**config.mk**
```make
export PLATFORM = sky130hd
export DESIGN_NAME = sbr_cell
export DESIGN_NICKNAME = d
export VERILOG_FILES = /design/src/rtl/sbr_pkg.sv /design/src/rtl/sbr_cell.sv
export SDC_FILE = /design/constraint.sdc
export NUM_CORES = 1
export LEC_CHECK = 0
export ABC_AREA = 1
export BUFFER_PORTS_ARGS = -buffer_cell sky130_fd_sc_hd__buf_2
export CAP_MARGIN = 40
export CORE_AREA = 4 4 138 140
export CTS_BUF_LIST = sky130_fd_sc_hd__clkbuf_16
export CTS_CLUSTER_DIAMETER = 60
export DETAILED_ROUTE_END_ITERATION = 10
export DIE_AREA = 0 0 142 144
export GPL_TIMING_DRIVEN = 1
export RECOVER_POWER = 100
export SYNTH_ARGS = -nofsm -noshare
export SYNTH_HDL_FRONTEND = slang
export SYNTH_SLANG_ARGS = --single-unit
```
**constraint.sdc**
```tcl
create_clock -name i_clk -period 2.4 [get_ports i_clk]
set_input_delay 0.36 -clock i_clk [delete_from_list [all_inputs] [get_ports i_clk]]
set_output_delay 0.36 -clock i_clk [all_outputs]
set_load 0.02 [all_outputs]
```
**src/rtl/sbr_pkg.sv**
```systemverilog
// types, codes and constants of the size-sorted block recycler
// no dependencies; used by every other file of the block but the assertion macro header
package sbr_pkg;

    localparam int SIZE_W          = 32;
    localparam int FIELD_ADDR_W    = 32;
    localparam int THR_W           = 16;
    localparam int STATUS_W        = 3;
    localparam int CAPACITY_DEF    = 64;
    localparam int ADDR_WIDTH_DEF  = 32;
    localparam int FIT_FACTOR      = 2;
    localparam logic [THR_W-1:0] THRESHOLD_RESET = 16'd256;

    typedef enum logic [STATUS_W-1:0] {
        ST_HIT    = 3'd0,
        ST_MISS   = 3'd1,
        ST_BYPASS = 3'd2,
        ST_STORED = 3'd3,
        ST_SMALL  = 3'd4,
        ST_FULL   = 3'd5
    } t_status;

    typedef enum logic {
        OP_ALLOC = 1'b0,
        OP_FREE  = 1'b1
    } t_op;

    // broadcast control from the sequencer to every cell
    typedef struct packed {
        logic cmp;      // compare the incoming size against the stored one
        logic ins;      // insert shift toward the tail
        logic rem;      // remove shift toward the head
        logic none_ge;  // no stored entry is at least the request
    } t_cell_ctl;

endpackage

```
**src/rtl/sbr_cell.sv**
```systemverilog
// one entry cell of the sorted chain: holds size and address, compares and shifts
// depends on sbr_pkg
module sbr_cell #(
    parameter int ADDR_WIDTH = sbr_pkg::ADDR_WIDTH_DEF
) (
    input  logic                        i_clk,
    input  logic                        i_rst_n,
    input  sbr_pkg::t_cell_ctl          i_ctl,
    input  logic                        i_valid,
    input  logic                        i_at_end,
    input  logic [sbr_pkg::SIZE_W-1:0]  i_cmp_size,
    input  logic [sbr_pkg::SIZE_W-1:0]  i_new_size,
    input  logic [ADDR_WIDTH-1:0]       i_new_addr,
    input  logic                        i_left_ge,
    input  logic [sbr_pkg::SIZE_W-1:0]  i_left_size,
    input  logic [ADDR_WIDTH-1:0]       i_left_addr,
    input  logic [sbr_pkg::SIZE_W-1:0]  i_right_size,
    input  logic [ADDR_WIDTH-1:0]       i_right_addr,
    output logic [sbr_pkg::SIZE_W-1:0]  o_size,
    output logic [ADDR_WIDTH-1:0]       o_addr,
    output logic                        o_ge,
    output logic                        o_hit_fit,
    output logic [sbr_pkg::SIZE_W-1:0]  o_sel_size,
    output logic [ADDR_WIDTH-1:0]       o_sel_addr
);

    logic [sbr_pkg::SIZE_W-1:0] r_size;
    logic [ADDR_WIDTH-1:0]      r_addr;
    logic                       r_ge;
    logic                       r_fit;
    logic                       w_first;
    logic [sbr_pkg::SIZE_W:0]   w_limit;

    // twice the request at full precision
    assign w_limit = (sbr_pkg::SIZE_W+1)'(i_cmp_size) * (sbr_pkg::SIZE_W+1)'(sbr_pkg::FIT_FACTOR);
    assign w_first = r_ge && !i_left_ge;

    always_ff @(posedge i_clk) begin
        if (!i_rst_n) begin
            r_ge  <= 1'b0;
            r_fit <= 1'b0;
        end else if (i_ctl.cmp) begin
            r_ge  <= i_valid && (r_size >= i_cmp_size);
            r_fit <= {1'b0, r_size} <= w_limit;
        end
    end

    always_ff @(posedge i_clk) begin
        if (i_ctl.ins) begin
            if (i_left_ge) begin
                r_size <= i_left_size;
                r_addr <= i_left_addr;
            end else if (w_first || (i_at_end && i_ctl.none_ge)) begin
                r_size <= i_new_size;
                r_addr <= i_new_addr;
            end
        end else if (i_ctl.rem && r_ge) begin
            r_size <= i_right_size;
            r_addr <= i_right_addr;
        end
    end

    assign o_size     = r_size;
    assign o_addr     = r_addr;
    assign o_ge       = r_ge;
    assign o_hit_fit  = w_first && r_fit;
    assign o_sel_size = w_first ? r_size : '0;
    assign o_sel_addr = w_first ? r_addr : '0;

endmodule

```
### Word level (Yosys, flattened, before mapping)

Index checks and enable logic that the tools add are counted.

* input bits: 233
* word-level logic and storage cells: 26
* bits in registers: 66
* output and inout port bits: 130

* reduce and logical (&&, ||, !) cells: 9
* eq/ne operators: 1
* magnitude comparators: 2
* mux-type cells: 10

Operators by type and width (count)
* 32-bit 2-to-1 mux: 10
* 32-bit by 33-bit less-or-equal comparator with 1-bit output: 1
* 32-bit greater-or-equal comparator: 1
* 1-bit logical AND: 5
* 3-bit by 1-bit inequality test with 1-bit output (second input constant): 1
* 2-bit AND reduction: 1
* 2-bit nonzero test: 1
* 1-bit logical NOT: 1
* 1-bit logical OR: 1

### Longest topological paths before layout

* depth in word-level cells: 6
* mapped depth: 14
* depth with buffers taken out: 14

### Least setup slack after synthesis

OpenSTA, ideal clock, no wires.

* path kind: input port to flip-flop
* from: input port i_left_ge
* to: register r_addr[0], in the netlist o_addr[0] (enable)
* slack: -153 ps
* library setup time: 418 ps
* stages: 6
* arrival time: 2135 ps
* buffers on the path: 2
* required time: 1982 ps
* cells stage by stage: buf_2 -> inv_2 -> buf_4 -> a21oi_1 -> nor2_1 -> inv_1

* word-level cells in the longest chain between the ends: 5

Ends and longest elaborated chain
* start: declaration: RTL line sbr_cell.sv:14 `input logic i_left_ge,`
* 1-bit logical NOT: RTL line sbr_cell.sv:36 `assign w_first = r_ge && !i_left_ge;`
* 1-bit logical AND: RTL line sbr_cell.sv:36
* 1-bit logical OR: RTL line sbr_cell.sv:53 `end else if (w_first || (i_at_end && i_ctl.none_ge)) begin`
* 3-bit by 1-bit inequality test with 1-bit output (no source line) *
* 2-bit AND reduction (no source line) *
* end signal: assignment: RTL line sbr_cell.sv:52 `r_addr <= i_left_addr;`
* end signal: assignment: RTL line sbr_cell.sv:55 `r_addr <= i_new_addr;`
* end signal: assignment: RTL line sbr_cell.sv:59 `r_addr <= i_right_addr;`
* end: declaration: RTL line sbr_cell.sv:28 `logic [ADDR_WIDTH-1:0] r_addr;`

Every way passes the cells marked *; elsewhere a longest branch is shown, timed or not.
A chain may end at the register's enable or synchronous reset.

### Worst setup path in the final report

* from: register r_ge, in the netlist o_ge
* to: output port o_sel_size[8] (netlist name)

* word-level cells in the longest chain between the ends: 2

Ends and longest elaborated chain
* start: declaration: RTL line sbr_cell.sv:29 `logic r_ge;`
* start signal: assignment: RTL line sbr_cell.sv:43 `r_ge <= i_valid && (r_size >= i_cmp_size);`
* 1-bit logical AND: RTL line sbr_cell.sv:36
* 32-bit 2-to-1 mux: RTL line sbr_cell.sv:67 `assign o_sel_size = w_first ? r_size : '0;`
* end: declaration: RTL line sbr_cell.sv:23 `output logic [sbr_pkg::SIZE_W-1:0] o_sel_size,`

Every way passes these cells.

==> flow_summary.toml <==
[clock_network]
clk_path_buf_depth = 2
clock-sinks = 66
cts_buffers = 9
cts_root_buffer = "clkbuf_16"
htree_levels = 3
cts_resized = 0
cts_tree = "built"
postCtsSetupRepairBufs = 0
clk_pin_slew_worst_paths_ps = 60
clock_latency_ps = 330
cts_hold_buffers = 0

[floorplanning]
initial_core_util_pct = 30.3
num_rows = 49
die_h_um = 144
core_area_um2 = 17800
die-area_um2 = 20400
die_w_um = 142
io_pins = 363

[setup_path]
critical-path-top-delay-family = "buffers and inverters"
timing.critical_path.buf_inv = 2
path_cells = "nand2_2 > clkbuf_2 > nor2_1 > clkbuf_1"
r2r-start = "o_ge"
slowest_delay_ps = 500
r2r_slack_ps = 540
setup.worst_path.class = "flip-flop to output pin"
crit_fanout = 23
r2r-end = "o_size[21]"
cp.required_ps = 2040
slowest_stage = "dfxtp_1"
critPathLaunchType = "flip-flop"
rr_worst_depth = 4
worstSetupEndpoint = "o_sel_size[8]"
cp-end-kind = "output pin"
arrival_ps = 1760
startpoint = "o_ge"
crit_cells = 4

[synth]
yosysTopAreaCell = "edfxtp_1"
ys_async_sr_fraction_pct = 0
synth_area_per_cell_um2 = 7.31
synth_common_cells = "141 x nor2_1, 123 x nand2_1, 115 x inv_1"
synth_area_um2 = 5410
synth_edf_count = 64
syn-instance-count = 740
synth_top_area_share_pct = 35.5
syn_nets = 1036
yosysWarningCount = 0
synthTopCellsByArea = "edfxtp_1 36%, ha_1 15%, nor2_1 9.8%, nand2_1 8.5%, inv_1 8.0%"
ys_seq_area_share_pct = 36.3
ys_ff_latch = 66
synth_most_common_cell = "nor2_1"
synth_top_flop_cell = "edfxtp_1"
synth_cell_type_count = 29

[sta]
hold_violations = 0
skew_ps = 4.88
setup_viol = 0
min_period_ps = 2120
fmax_mhz = 472
timing.slew.headroom_pct = 6.76
hold_ws_ps = 250
min_period_over_period_pct = 88.3
rsz0062_at_grt = "no"
finalMaxSlewViolations = 0
tightestPinTransition_ps = 1400
fin_setup_tns_ps = 0

[drt]
drc = 0
first_pass_iters = 4
drtAntennaViolNets = 0
routed_wl_um = 19900
wl_per_cell_um = 15.0
vias = 6021
drt_iter0_drc = 212
via_per_inst = 4.54

[global_route]
grt.total_usage_pct = 18.5
grt_max_degree = 43
grt_pass1_vias = 5863
grt-ovfl-total = 0
grt_pass1_wl_um = 29900
antenna_found_initial = 1

[place]
dp_hpwl_um = 16600
port_buffers = 362
gp_congestion = 0.870

[final_layout]
syn2layout_area_growth_pct = 39.5
fin_nets = 1386
drive_gt1_share_pct = 25.6
post-route-util_pct = 42.3

[run]
maxCapViolCount = 0

[pwr]
combPwrFrac_pct = 26.4
p_leak_uw = 0.00386
vdd_drop_max_mv = 0.306
switching_share_pct = 31.7
power_switching_uw = 1190
seq_power_share_pct = 39.5
clkPwrFrac_pct = 34.1
intPower_uw = 2560
powerDensity_nw_per_um2 = 497

[min_path]
hold_start = "i_rst_n"
hold_depth = 3
hold_class = "primary input to flip-flop"

[status]
status = "finished clean"
==> power groups by stage <==
stage          clock network (uW)  logic (uW)  registers [uW]
2_1_floorplan                   0         504            1580
3_5_place_dp                    0        1040            1500
6_report                     1280         991            1480
3_3_place_gp                    0        1030            1500
5_1_grt                      1380        1140            1490
4_1_cts                      1330        1050            1480
==> cell type report <==
| type | count | area [um^2] |
|---|---|---|
| Fill cell | 1964 | 10300 |
| Multi-Input combinational cell | 521 | 2830 |
| Sequential cell | 66 | 1960 |
| Timing Repair Buffer | 374 | 1740 |
| Inverter | 118 | 447 |
| Tap cell | 229 | 287 |
| Clock buffer | 9 | 225 |
| Clock inverter | 7 | 60.1 |
| Antenna cell | 1 | 2.50 |
==> worst min-delay path, cell delays in order <==
cell	delay, ps
buf_2	100
inv_1	50
a21oi_1	30
==> metrics by stage <==
| stage | total power (uW) | setup WS (ps) | cell area [um^2] | std cells |
|---|---|---|---|---|
| after floorplan | 2090 | 125 | 5410 | 740 |
| after global placement | 2530 | 659 | 7420 | 1308 |
| after detailed placement | 2550 | 649 | 7420 | 1308 |
| after CTS | 3860 | 365 | 7710 | 1324 |
| after global routing | 4010 | 156 | 7540 | 1325 |
| final | 3750 | 282 | 7540 | 1325 |
==> how the worst min path moves through the flow <==
| stage | end | slack, ps |
|---|---|---|
| after detailed placement | r_fit | 550 |
| after floorplan | o_ge | 470 |
| after global placement | r_fit | 550 |
| final | o_ge | 250 |
| after CTS | o_ge | 230 |
| after global routing | o_ge | 260 |
==> metal layers <==
| layer | vias to the layer above | routed length [um] | GRT usage [%] |
|---|---|---|---|
| li1 | 3104 | - | - |
| met1 | 2638 | 7660 | 20.9 |
| met2 | 253 | 10100 | 33.9 |
| met3 | 26 | 1730 | 5.09 |
| met4 | 0 | 443 | 5.91 |
| met5 | - | 0 | 0 |
==> cells in the final DEF, fill, tap and decap left out, drive strengths merged <==
cell	count
a21o	1
a21oi	30
a31oi	1
buf	249
bufinv	1
clkbuf	134
clkinv	6
clkinvlp	1
dfxtp	2
diode	1
edfxtp	64
ha	63
inv	117
nand2	124
nand3	2
nand4	5
nor2	144
nor3	5
nor3b	1
nor4	2
o21a	4
o21ai	138
o21bai	1
==> flip-flops by register name, indices dropped and copies added (netlist names) <==
signal and flops:
o_addr 32, o_ge 1, o_size 32, r_fit 1
==> kinds of logic (layout without fill, tap and decap cells) <==
logic type	Yosys count	count (layout)	synth area share [%]
AOI/OAI and AO/OA	175	175	16.6
adders and majority gates	63	63	14.6
buffers and inverters	153	508	11.5
DFF	66	66	36.3
other	0	1	0
and+or+nand+nor	283	283	21.1
Power figures use the tool's default switching activity.
